`src/hw/rtl/vpt_pkg.sv`:
```
// Shared types and constants for the VPIN toxicity tracker.
`default_nettype none

package vpt_pkg;

  // Field widths fixed by the interface.
  localparam int unsigned QTY_W   = 32;
  localparam int unsigned PRICE_W = 48;
  localparam int unsigned VPIN_W  = 14;
  localparam int unsigned MULT_W  = 15;
  localparam int unsigned CFG_W   = 14;
  localparam int unsigned CFG_IDX_W = 2;

  // Fixed-point scale and register reset values.
  localparam logic [VPIN_W-1:0] SCALE_14  = 14'd10000;
  localparam logic [MULT_W-1:0] SCALE_15  = 15'd10000;
  localparam logic [MULT_W-1:0] MULT_MAX  = 15'd20000;
  localparam logic [CFG_W-1:0]  THR_RST   = 14'd8000;
  localparam logic [CFG_W-1:0]  ALPHA_RST = 14'd500;

  // Configuration register indexes.
  typedef enum logic [CFG_IDX_W-1:0] {
    CFG_ENABLE    = 2'd0,
    CFG_THRESHOLD = 2'd1,
    CFG_ALPHA     = 2'd2
  } cfg_idx_t;

  // Current configuration as seen by the datapath.
  typedef struct packed {
    logic              enable;
    logic [CFG_W-1:0]  threshold;
    logic [CFG_W-1:0]  alpha;
  } vpt_cfg_t;

  // Commands from the controller to the datapath.
  typedef struct packed {
    logic load_in;
    logic evict;
    logic add;
    logic diff;
    logic scale;
    logic div_start;
    logic take_vpin;
    logic num2;
    logic ema_start;
    logic load_out;
  } vpt_cmd_t;

  // Status from the datapath to the controller.
  typedef struct packed {
    logic div_idle;
    logic ema_idle;
    logic toxic;
  } vpt_sts_t;

endpackage

`default_nettype wire

```
`src/hw/rtl/vpt_ctrl.sv`:
```
// Controller state machine that sequences one trade through the datapath.
`default_nettype none

module vpt_ctrl (
  input  wire logic               clk,
  input  wire logic               rst_n,
  input  wire logic               in_valid,
  output logic                    in_ready,
  output logic                    out_valid,
  input  wire logic               out_ready,
  input  wire vpt_pkg::vpt_sts_t  sts,
  output vpt_pkg::vpt_cmd_t       cmd
);
  import vpt_pkg::*;

  typedef enum logic [3:0] {
    S_IDLE,
    S_EVICT,
    S_ADD,
    S_DIFF,
    S_SCALE,
    S_GO1,
    S_DIV1,
    S_VPIN,
    S_NUM2,
    S_CHK,
    S_DIV2,
    S_FIN
  } ctrl_state_t;

  ctrl_state_t state_r;
  ctrl_state_t state_nxt;
  logic        out_valid_r;
  logic        out_valid_nxt;
  logic        out_free;

  assign out_free = !out_valid_r || out_ready;

  // Command decode and next state.
  always_comb begin
    cmd       = '0;
    state_nxt = state_r;
    case (state_r)
      S_IDLE: begin
        if (in_valid) begin
          cmd.load_in = 1'b1;
          state_nxt   = S_EVICT;
        end
      end
      S_EVICT: begin
        cmd.evict     = 1'b1;
        cmd.ema_start = 1'b1;
        state_nxt     = S_ADD;
      end
      S_ADD: begin
        cmd.add   = 1'b1;
        state_nxt = S_DIFF;
      end
      S_DIFF: begin
        cmd.diff  = 1'b1;
        state_nxt = S_SCALE;
      end
      S_SCALE: begin
        cmd.scale = 1'b1;
        state_nxt = S_GO1;
      end
      S_GO1: begin
        cmd.div_start = 1'b1;
        state_nxt     = S_DIV1;
      end
      S_DIV1: begin
        if (sts.div_idle) begin
          state_nxt = S_VPIN;
        end
      end
      S_VPIN: begin
        cmd.take_vpin = 1'b1;
        state_nxt     = S_NUM2;
      end
      S_NUM2: begin
        cmd.num2  = 1'b1;
        state_nxt = S_CHK;
      end
      S_CHK: begin
        // Only toxic flow needs the spread division.
        if (sts.toxic) begin
          cmd.div_start = 1'b1;
          state_nxt     = S_DIV2;
        end else begin
          state_nxt = S_FIN;
        end
      end
      S_DIV2: begin
        if (sts.div_idle) begin
          state_nxt = S_FIN;
        end
      end
      S_FIN: begin
        if (sts.ema_idle && out_free) begin
          cmd.load_out = 1'b1;
          state_nxt    = S_IDLE;
        end
      end
      default: begin
        state_nxt = S_IDLE;
      end
    endcase
  end

  // Result valid: set on load, cleared when the result is taken.
  always_comb begin
    if (cmd.load_out) begin
      out_valid_nxt = 1'b1;
    end else if (out_ready) begin
      out_valid_nxt = 1'b0;
    end else begin
      out_valid_nxt = out_valid_r;
    end
  end

  // State and registered outputs.
  always_ff @(posedge clk) begin
    if (!rst_n) begin
      state_r     <= S_IDLE;
      out_valid_r <= 1'b0;
    end else begin
      state_r     <= state_nxt;
      out_valid_r <= out_valid_nxt;
    end
  end

  assign in_ready  = (state_r == S_IDLE);
  assign out_valid = out_valid_r;

  // The divider is never restarted while it is still iterating.
  a_div_free: assert property (@(posedge clk) disable iff (!rst_n)
    cmd.div_start |-> sts.div_idle)
    else $error("divider started while busy");

  // A result is only loaded once the volatility update has finished.
  a_ema_done: assert property (@(posedge clk) disable iff (!rst_n)
    cmd.load_out |-> sts.ema_idle)
    else $error("result loaded before volatility update finished");

  // The spread division runs only for toxic flow.
  a_div2_toxic: assert property (@(posedge clk) disable iff (!rst_n)
    (state_r == S_DIV2) |-> sts.toxic)
    else $error("spread division without toxic flow");

endmodule

`default_nettype wire

```
`config.mk`:
```
export PLATFORM = sky130hd
export DESIGN_NAME = vpt_ctrl
export DESIGN_NICKNAME = d
export VERILOG_FILES = /design/src/hw/rtl/vpt_pkg.sv /design/src/hw/rtl/vpt_ctrl.sv
export SDC_FILE = /design/constraint.sdc
export NUM_CORES = 1
export LEC_CHECK = 0
export ABC_CLOCK_PERIOD_IN_PS = 2200
export BUFFER_PORTS_ARGS = -buffer_cell sky130_fd_sc_hd__buf_2
export CAP_MARGIN = 40
export CORE_AREA = 2 2 39 41
export CTS_CLUSTER_DIAMETER = 200
export DETAILED_ROUTE_END_ITERATION = 10
export DIE_AREA = 0 0 41 43
export GPL_ROUTABILITY_DRIVEN = 0
export RECOVER_POWER = 25
export SLEW_MARGIN = 20
export SYNTH_ARGS = -nofsm -noshare
export SYNTH_HDL_FRONTEND = slang
export SYNTH_SLANG_ARGS = --single-unit
```
`constraint.sdc`:
```
create_clock -name clk -period 2.2 [get_ports clk]
set_input_delay 0.55 -clock clk [delete_from_list [all_inputs] [get_ports clk]]
set_output_delay 0.55 -clock clk [all_outputs]
set_load 0.005 [all_outputs]
```
==> results of run 1 <==
==> kinds of logic after synthesis <==
group | count (synthesis) | synth area share, %
simple gates | 23 | 37.6
compound gates | 12 | 22.2
buf+inv | 8 | 9.97
flops | 5 | 25.7
xor+xnor | 2 | 4.50
==> worst max path at each step <==
stage	end	from	slack, ps
5_1_grt	cmd[9]	state_r[1]	40
3_3_place_gp	cmd[9]	state_r[1]	430
6_report	cmd[9]	state_r[1]	150
2_1_floorplan	cmd[8]	state_r[2]	600
4_1_cts	cmd[9]	state_r[1]	130
3_5_place_dp	cmd[9]	state_r[1]	420
==> stage by stage <==
| step | setup slack (ps) | instances |
|---|---|---|
| final | 151 | 83 |
| after global routing | 42.5 | 83 |
| after CTS | 132 | 83 |
| after detailed placement | 418 | 79 |
| after global placement | 427 | 79 |
| after floorplan | 596 | 50 |
==> power by group through the flow <==
stage / logic, mW / clock network, mW / registers [mW]
6_report: 0.0828 / 0.109 / 0.118
5_1_grt: 0.0948 / 0.123 / 0.121
4_1_cts: 0.0838 / 0.116 / 0.118
3_5_place_dp: 0.0832 / 0 / 0.119
3_3_place_gp: 0.0833 / 0 / 0.119
2_1_floorplan: 0.0729 / 0 / 0.104
==> cells in the mapped netlist <==
cell type  n
o211a_1    1
a22oi_1    1
nor3_1     2
nand2_1    2
nor2_1     3
a31oi_1    1
a21o_1     1
nand4b_1   1
nand3b_1   1
or3b_1     1
nand2b_1   7
a41oi_1    1
nor4b_1    2
or4_4      1
nor3b_1    1
dfxtp_1    5
buf_2      1
xnor2_1    1
o21ai_0    2
clkbuf_1   3
inv_1      2
and2_1     2
a22o_1     1
a21oi_1    2
o21a_1     1
o32a_1     1
buf_4      2
xor2_1     1
==> worst register-to-register path, stage by stage, from the launching register on <==
cell,delay (ps)
dfxtp_1,390
or4_4,580
o32a_1,190
a31oi_1,170
==> registers in the layout, summed over array words and instances (netlist names) <==
signal / flops
state_r: 4
out_valid: 1
==> routing by layer <==
layer / vias to the layer above / global-route usage [%] / share of wire [%]
li1: 210 / - / -
met1: 173 / 16.3 / 48
met2: 13 / 15.3 / 42
met4: 0 / 2.00 / 0
met5: - / 0 / 0
met3: 0 / 8.38 / 9.8
==> final cells by class <==
type                    count  area (sq um)
inverters                   2          7.51
clock buffers               4          26.3
flip-flops and latches      5           100
repair buffers             19          96.3
multi-input cells          37           250
well taps                  16          20.0
fillers                   148           883
==> results.md, run 1 <==
- DRT iter0 DRCs: 7
- Worst-skew pair later-pin latency: 240 ps
- Via density: 4.77
- Crit path max-delay family: simple AND/OR/NAND/NOR gates
- Io pins: 19
- Netlist cell types: 28
- Height of the die: 43 um
- Avg Cell Area, Syn: 7.78 sq um
- Initial Utilization: 28.1%
- Number of buffers created by CTS: 3
- Critical Path RT: 1650 ps
- GRT overflow: 0
- Worst-path clk slew: 50 ps
- Synth Register Bits: 5
- Clk pwr share: 35.1%
- DPL Wire Length: 655 um
- Total global-route track usage: 11.9%
- P&R area growth vs syn: 28.6%
- Drt wl/cell: 10.3 um
- Yosys top cell area share: 25.7%
- RSZ-0062 raised after global routing: no
- CP Cell Sequence: or4_4 > inv_1 > and2_1 > buf_2
- Static leakage: 0.228 nW
- Final core area utilization: 36.2%
- MaxCap Viol Count: 0
- Slew @ Worst Pin: 372 ps
- Status: finished clean
- Internal power: 215 uW
- Layout cells sized above 1: 32.8%
- Fin Hold WS: 581 ps
- 1st-pass router iterations: 4
- Clock buffer depth: 2
- Reg2Reg Setup Slack: 790 ps
- Comb power frac: 26.8%
- CTS HTree Levels: 1
- Switching Share: 30.6%
- Clock skew: 6.31 ps
- Sequential fraction of the synthesis area: 25.7%
- Buf/Inv on CP: 2
- Area after DPL: 475 sq um
- Peak Freq: 0.488 GHz
- Antenna Nets Post-Route: 0
- Final Instance Area: 500 sq um
- Crit path capture type: output port
- Reg2reg end: state_r[1]
- Critical path depth: 4
- Nets: 75
- Postcts setup bufs: 0
- Die Wd: 41 um
- Max-Slew Margin vs Limit: 75.2%
- Final hold vios: 0
- Pwr dens: 618 mW/mm^2
- # hold bufs at CTS: 0
- Synth top area cells: dfxtp_1 (26%), nand2b_1 (11%), nor4b_1 (4.5%)
- Final clock period utilization by the worst path: 93.1%
- Final setup viols: 0
- CP max stage cell: or4_4
- Crit path DAT: 1500 ps
- # clock sinks: 5
- Reg-to-reg startpoint: state_r[1]
- Hold Crit Endpoint: out_valid
- Cells after Synth: 50
- Worst R2R Path Depth: 3
- Worst min path class: input pin to flop
- FP Rows: 14
- Max stage delay on crit path: 570 ps
- Largest net degree at the start of global routing: 14
- Syn Nets: 57
- Most frequent cells in the layout: buf_2 (17), nand2b_1 (7), dfxtp_1 (5), nor2_1 (3), clkbuf_4 (3)
- Worst hold start: rst_n
- VDD IR max: 265 uV
- Hold depth: 2
- Mapped cell area: 389 sq um
- Crit path max fanout: 11
- Period minus WS final: 2050 ps
- Setup TNS: 0 ps
- DRT Wirelength: 859 um
- Crit path kind: flop to output port
- Initial antenna violation count: 0
- CTS tree: built
- CP startpoint kind: flop
- Vias in the first global route: 342
- Register share of total power: 38.2%
- First-pass GRT wire length: 1.41 mm
- Largest area contributor in the netlist: dfxtp_1
- Vias: 396
- Clock Tree Root: clkbuf_4
- Commonest non-fill, non-tap cell in the layout: buf_2
- Die footprint: 0.00176 sq mm
- Synth Warn #: 0
- Post-CTS sizing: 0
- NetSw: 94.6 uW
- Diode count: 0
- Power Total: 309 uW
- Port-buffer cells: 18
- Max Slew Vio Count: 0
- Core Region: 0.00138 sq mm
- Drc violations: 0
(Power assumes the default switching activity.)
==> run 2, diff against run 1 <==
==> constraint.sdc (replaced) <==
create_clock -name clk -period 2.2 [get_ports clk]
set_input_delay 0.22 -clock clk [delete_from_list [all_inputs] [get_ports clk]]
set_output_delay 0.22 -clock clk [all_outputs]
set_load 0.005 [all_outputs]
==> run 2 against run 1 <==
Against the previous run: worst setup slack improved by 290 ps; via count up 0.51%; non-clock buffer count shrank 1; flip-flop and latch count is the same; first-iteration DRC count is 29% higher; hold slack got worse by 340 ps; maximum frequency rose by 16%; critical path depth unchanged; power is 0.60% higher; clock power about the same; critical path type unchanged; largest power group unchanged; highest routed layer is now met4.
==> results.md, run 2 (synthesis gave the netlist of run 1 again) <==
- Crit path kind: flop to output port
- Diode count: 0 (unchanged)
- Via density: 4.85 (+1.7%)
- Largest net degree at the start of global routing: 15 (+1)
- Reg-to-reg startpoint: state_r[3]
- Antenna Nets Post-Route: 0 (unchanged)
- Die Wd: 41 um (unchanged)
- Clock skew: 5.60 ps (-0.713 ps)
- CTS HTree Levels: 1 (unchanged)
- Vias in the first global route: 365 (+6.7%)
- Max Slew Vio Count: 0 (unchanged)
- VDD IR max: 236 uV (-11%)
- Crit path DAT: 1540 ps (+40 ps)
- Worst-skew pair later-pin latency: 250 ps (about the same)
- Clock buffer depth: 2 (unchanged)
- Critical Path RT: 1980 ps (+330 ps)
- Final Instance Area: 493 sq um (-1.5%)
- P&R area growth vs syn: 26.7%
- DRT iter0 DRCs: 9 (+2)
- Die footprint: 0.00176 sq mm (unchanged)
- Initial antenna violation count: 0 (unchanged)
- Multi-input gate area: 250 sq um (unchanged)
- DRT Wirelength: 902 um (+5.0%)
- Io pins: 19 (unchanged)
- Commonest non-fill, non-tap cell in the layout: buf_2
- Area after DPL: 468 sq um (-1.6%)
- Post-CTS sizing: 0 (unchanged)
- Pwr dens: 632 mW/mm^2 (+2.1%)
- First-pass GRT wire length: 1.48 mm (+4.4%)
- CP startpoint kind: flop
- Inst Count DP: 78 (-1.3%)
- # hold bufs at CTS: 0 (unchanged)
- Worst hold start: rst_n
- Port-buffer cells: 18 (unchanged)
- Nets: 74 (-1.3%)
- Static leakage: 0.224 nW (-1.9%)
- Final hold vios: 0 (unchanged)
- Seq. cell area: 100 sq um (unchanged)
- Final setup viols: 0 (unchanged)
- Crit path capture type: output port
- Period minus WS final: 1760 ps (-288 ps)
- Drt wl/cell: 11.0 um (+6.3%)
- Peak Freq: 0.568 GHz (+16%)
- Drc violations: 0 (unchanged)
- Worst-path clk slew: 50 ps (about the same)
- Clock Tree Root: clkbuf_4
- Worst min path class: input pin to flop
- Final clock period utilization by the worst path: 80.1% (-13 points)
- Setup crit start: state_r[3]
- DPL Wire Length: 622 um (-5.0%)
- Largest Register: state_r
- Max-Slew Margin vs Limit: 71.2% (-3.9 points)
- Vias: 398 (+0.51%)
- Postcts setup bufs: 0 (unchanged)
- Crit path max fanout: 14 (+3)
- RSZ-0062 raised after global routing: no
- Initial Utilization: 28.1% (unchanged)
- Layout cells sized above 1: 31.8% (-1.0 points)
- Number of buffers created by CTS: 3 (unchanged)
- Number of flip-flops in the largest register: 4 (unchanged)
- Status: finished clean
- Layout Cells excl Fill: 82 (-1.2%)
- GRT overflow: 0 (unchanged)
- Power Total: 311 uW (+0.60%)
- Setup TNS: 0 ps (unchanged)
- Height of the die: 43 um (unchanged)
- Total global-route track usage: 12.7% (+0.73 points)
- Slew @ Worst Pin: 431 ps (+58.7 ps)
- MaxCap Viol Count: 0 (unchanged)
- Core Region: 0.00138 sq mm (unchanged)
- 1st-pass router iterations: 2 (-2)
- Most frequent cells in the layout: buf_2 (17), nand2b_1 (7), dfxtp_1 (5), nor2_1 (3), clkbuf_4 (3)
- FP Rows: 14 (unchanged)
- CTS tree: built
- Number of fill cells: 158 (+6.8%)
- # clock sinks: 5 (unchanged)
==> run 2: worst paths after layout <==
kind | cells after the start | to | slack (ps)
setup / recovery | 4 | cmd[9] | 440
hold / removal | 2 | out_valid | 240
setup reg to reg | 3 | state_r[0] | 770
hold reg to reg | 3 | out_valid | 670
==> run 2: area by class of cell <==
type | count | area share (%)
well taps | 16 | 4.06
repair buffers | 18 | 18.0
inverters | 2 | 1.52
flip-flops and latches | 5 | 20.3
multi-input cells | 37 | 50.8
clock buffers | 4 | 5.33
==> run 2: worst max-delay path, stage by stage, from the launching register on <==
cell and delay, ps:
dfxtp_1 430, or4_4 580, inv_1 80, and2_1 110, buf_2 100
==> run 2: routing by layer <==
layer	GRT usage (%)	vias to the layer above	share of wire [%]
li1	-	210	-
met1	15.1	171	46
met2	17.2	15	43
met3	6.28	2	9.2
met4	8.00	0	1.3
met5	0	-	0
==> run 2: where the power goes <==
group	internal (mW)	switching, mW	leakage (nW)
clock network	0.0687	0.0402	0.0150
logic	0.0475	0.0352	0.168
registers	0.0985	0.0212	0.0408
total	0.215	0.0966	0.224
==> run 2: stage by stage <==
step | setup WS, ps | utilization, % | hold WS, ps
floorplan | 926 | - | 338
global placement | 738 | 33.8 | 499
detailed placement | 716 | 33.8 | 489
global route | 345 | 35.6 | 244
finish | 439 | 35.6 | 236
CTS | 430 | 35.7 | 230
==> run 3, diff against run 2 <==
ABC_AREA = 1   (was not set)
ABC_CLOCK_PERIOD_IN_PS = 1650   (was 2200)
clock period = 1.65 ns   (was 2.2 ns; I/O delays follow)
==> run 3 against run 2 <==
Against the previous run: clock power is 28% higher; power increased to 2.7 times the previous value; critical path depth is 1 higher; cell count up 27%; sequential share of layout area is 0.65 points lower; sequential power up 72%; utilization is 1.2 points higher; critical path type unchanged; critical endpoint is now cmd[0]; largest power group is now combinational logic.
==> results.md, run 3 <==
- Cells after Synth: 68 (+36%)
- Sequential fraction of the synthesis area: 25.6% (-0.082 points)
- Post-CTS sizing: 0 (unchanged)
- Status: finished clean
- Crit path capture type: output port
- Post-Synth XOR/XNOR Area: 0% (-4.5 points)
- Comb power frac: 58.1% (+31 points)
- Internal power: 445 uW (+110%)
- # hold bufs at CTS: 0 (unchanged)
- Worst min path class: input pin to flop
- Worst-path clk slew: 40 ps (about the same)
- Compound-gate portion of the synthesized area: 9.62% (-13 points)
- Synth Register Bits: 5 (unchanged)
- Largest Register: state_r
- Clock buffer depth: 2 (unchanged)
- Number of fill cells: 168 (+6.3%)
- Adder-Cell Fraction of Synth Area: 0% (unchanged)
- Mapped cell area: 390 sq um (+0.32%)
- # clock sinks: 5 (unchanged)
- Die Wd: 41 um (unchanged)
- Initial Utilization: 28.2% (+0.090 points)
- Final worst setup slack: 238 ps (-201 ps)
- GRT overflow: 0 (unchanged)
- Number of flip-flops in the largest register: 4 (unchanged)
- P&R area growth vs syn: 30.4%
- Final clock period utilization by the worst path: 85.6%
- CP max stage cell: dfxtp_1
- CP startpoint kind: flop
- Postcts setup bufs: 0 (unchanged)
- MaxCap Viol Count: 0 (unchanged)
- Seq. cell area: 100 sq um (unchanged)
- Largest net degree at the start of global routing: 7 (-8)
- Post-synthesis mux area share: 0% (unchanged)
- Syn Nets: 75 (+32%)
- Diode count: 0 (unchanged)
- Netlist cell types: 15 (-46%)
- Antenna Nets Post-Route: 0 (unchanged)
- Static leakage: 0.329 nW (+47%)
- Number of synthesized flops with an enable pin: 0 (unchanged)
- Pre-CTS WS: 539 ps (-178 ps)
- Yosys top cell area share: 25.6% (-0.082 points)
- Post-synthesis async set-or-reset flop share: 0% (unchanged)
- Avg Cell Area, Syn: 5.74 sq um (-26%)
- Total global-route track usage: 11.9% (-0.70 points)
- Area share of and/or/nand/nor cells after synthesis: 47.4% (+9.8 points)
- Max Slew Vio Count: 0 (unchanged)
- Port-buffer cells: 18 (unchanged)
- Most used DFF post-synth: dfxtp_1
- First-pass GRT wire length: 1.35 mm (-8.4%)
- Max stage delay on crit path: 410 ps (-170 ps)
- CTS tree: built
- Worst-skew pair later-pin latency: 240 ps (about the same)
- Commonest non-fill, non-tap cell in the layout: buf_2
- Vias: 426 (+7.0%)
- DRT iter0 DRCs: 16 (+7)
- Layout cells sized above 1: 35.2% (+3.4 points)
- DPL Wire Length: 726 um (+17%)
- Critical Path RT: 1480 ps (-500 ps)
- CP Cell Sequence: nand2_1 > nor2_2 > nand3_1 > inv_1 > buf_2
- Fin Hold WS: 166 ps (-70.0 ps)
- Final setup viols: 0 (unchanged)
- 1st-pass router iterations: 4 (+2)
- Drc violations: 0 (unchanged)
- Largest family of logic cells by synthesized area: simple AND/OR/NAND/NOR gates
- Period minus WS final: 1410 ps
- Most frequent cells in the layout: buf_2 (18), nor2_1 (16), nand2_1 (12), inv_1 (12), dfxtp_1 (5)
- Count leader, synth: nor2_1
- Core Region: 0.00138 sq mm (unchanged)
- Largest area contributor in the netlist: dfxtp_1
- Setup TNS: 0 ps (unchanged)
- Register share of total power: 25.0% (-13 points)
- Area after DPL: 485 sq um (+3.7%)
- Synth cell count leaders: nor2_1 (16), inv_1 (12), nand2_1 (11), dfxtp_1 (5), nand2_2 (5)
- Clk pwr share: 16.9% (-18 points)
- Via density: 4.10 (-16%)
- Crit path DAT: 1250 ps (-290 ps)
- VDD IR max: 561 uV (+140%)
- FP Rows: 14 (unchanged)
- Inst Count DP: 100 (+28%)
- Final hold vios: 0 (unchanged)
- RSZ-0062 raised after global routing: no
- Crit path max fanout: 6 (-8)
- Max-Slew Margin vs Limit: 85.1% (+14 points)
- Crit path kind: flop to output port
- Layout Cells excl Fill: 104 (+27%)
- Vias in the first global route: 353 (-3.3%)
- Clock skew: 3.50 ps (-2.10 ps)
- Synth Warn #: 0 (unchanged)
- Clock Tree Root: clkbuf_4
- Initial antenna violation count: 0 (unchanged)
- Peak Freq: 0.708 GHz
- DRT Wirelength: 860 um (-4.7%)
- Die footprint: 0.00176 sq mm (unchanged)
- Final Instance Area: 509 sq um (+3.3%)
- Io pins: 19 (unchanged)
- Switching Share: 46.2% (+15 points)
- Nets: 96 (+30%)
- CTS HTree Levels: 1 (unchanged)
- Pwr dens: 1620 mW/mm^2 (+160%)
- Number of buffers created by CTS: 3 (unchanged)
- Drt wl/cell: 8.27 um (-25%)
- Slew @ Worst Pin: 222 ps (-209 ps)
- Height of the die: 43 um (unchanged)
- Multi-input gate area: 220 sq um (-12%)
- NetSw: 382 uW (+300%)
- Synth top area cells: dfxtp_1 (26%), nor2_1 (15%), inv_1 (12%)
[run 3: cell count changes after synthesis, moves of 3 or more]
cell and delta:
nor2_1 +13, inv_1 +10, nand2_1 +9, nand2b_1 -7, nand2_2 +5, clkbuf_1 -3
nand3_1 +3
[run 3: path summary, 6_finish.rpt]
kind               from         end  slack [ps]  cells after the start
max reg2reg  state_r[2]  state_r[3]         460                      7
min               rst_n  state_r[0]         170                      3
min reg2reg   out_valid   out_valid         510                      2
max          state_r[3]      cmd[0]         240                      5
[run 3: layer usage]
metal / GRT usage [%] / routed length, um
met3: 3.14 / 59
met4: 10.0 / 12
met5: 0 / 0
met1: 13.2 / 383
met2: 17.8 / 405
[run 3: cell families (layout without fill, tap and decap cells)]
logic type / count (synthesis) / count (layout)
buffers and inverters: 16 / 36
DFF: 5 / 5
and+or+nand+nor: 40 / 40
AOI/OAI and AO/OA: 7 / 7
[run 3: stage by stage]
step	total power, mW	util, %
6_report	0.827	36.8
5_1_grt	0.946	36.8
4_1_cts	0.850	37.0
3_5_place_dp	0.702	35.1
3_3_place_gp	0.704	35.1
2_1_floorplan	0.568	-
[run 3: layout make-up]
cell class	count	share of cell area (%)
Inverter	14	10.3
Sequential cell	5	19.7
Tap cell	16	3.93
Multi-Input combinational cell	47	43.2
Timing Repair Buffer	18	17.7
Clock buffer	4	5.16
[run 3: power groups by stage]
stage	Sequential [mW]	Clock, mW	Combinational, mW
2_1_floorplan	0.203	0	0.366
3_3_place_gp	0.210	0	0.494
3_5_place_dp	0.211	0	0.490
4_1_cts	0.209	0.148	0.493
5_1_grt	0.218	0.162	0.566
6_report	0.207	0.140	0.481
[run 3: critical path: cells and delay by family (launching register included)]
family                 cells  cell delay [ps]
buffers and inverters      2              160
DFF                        1              410
and+or+nand+nor            3              450
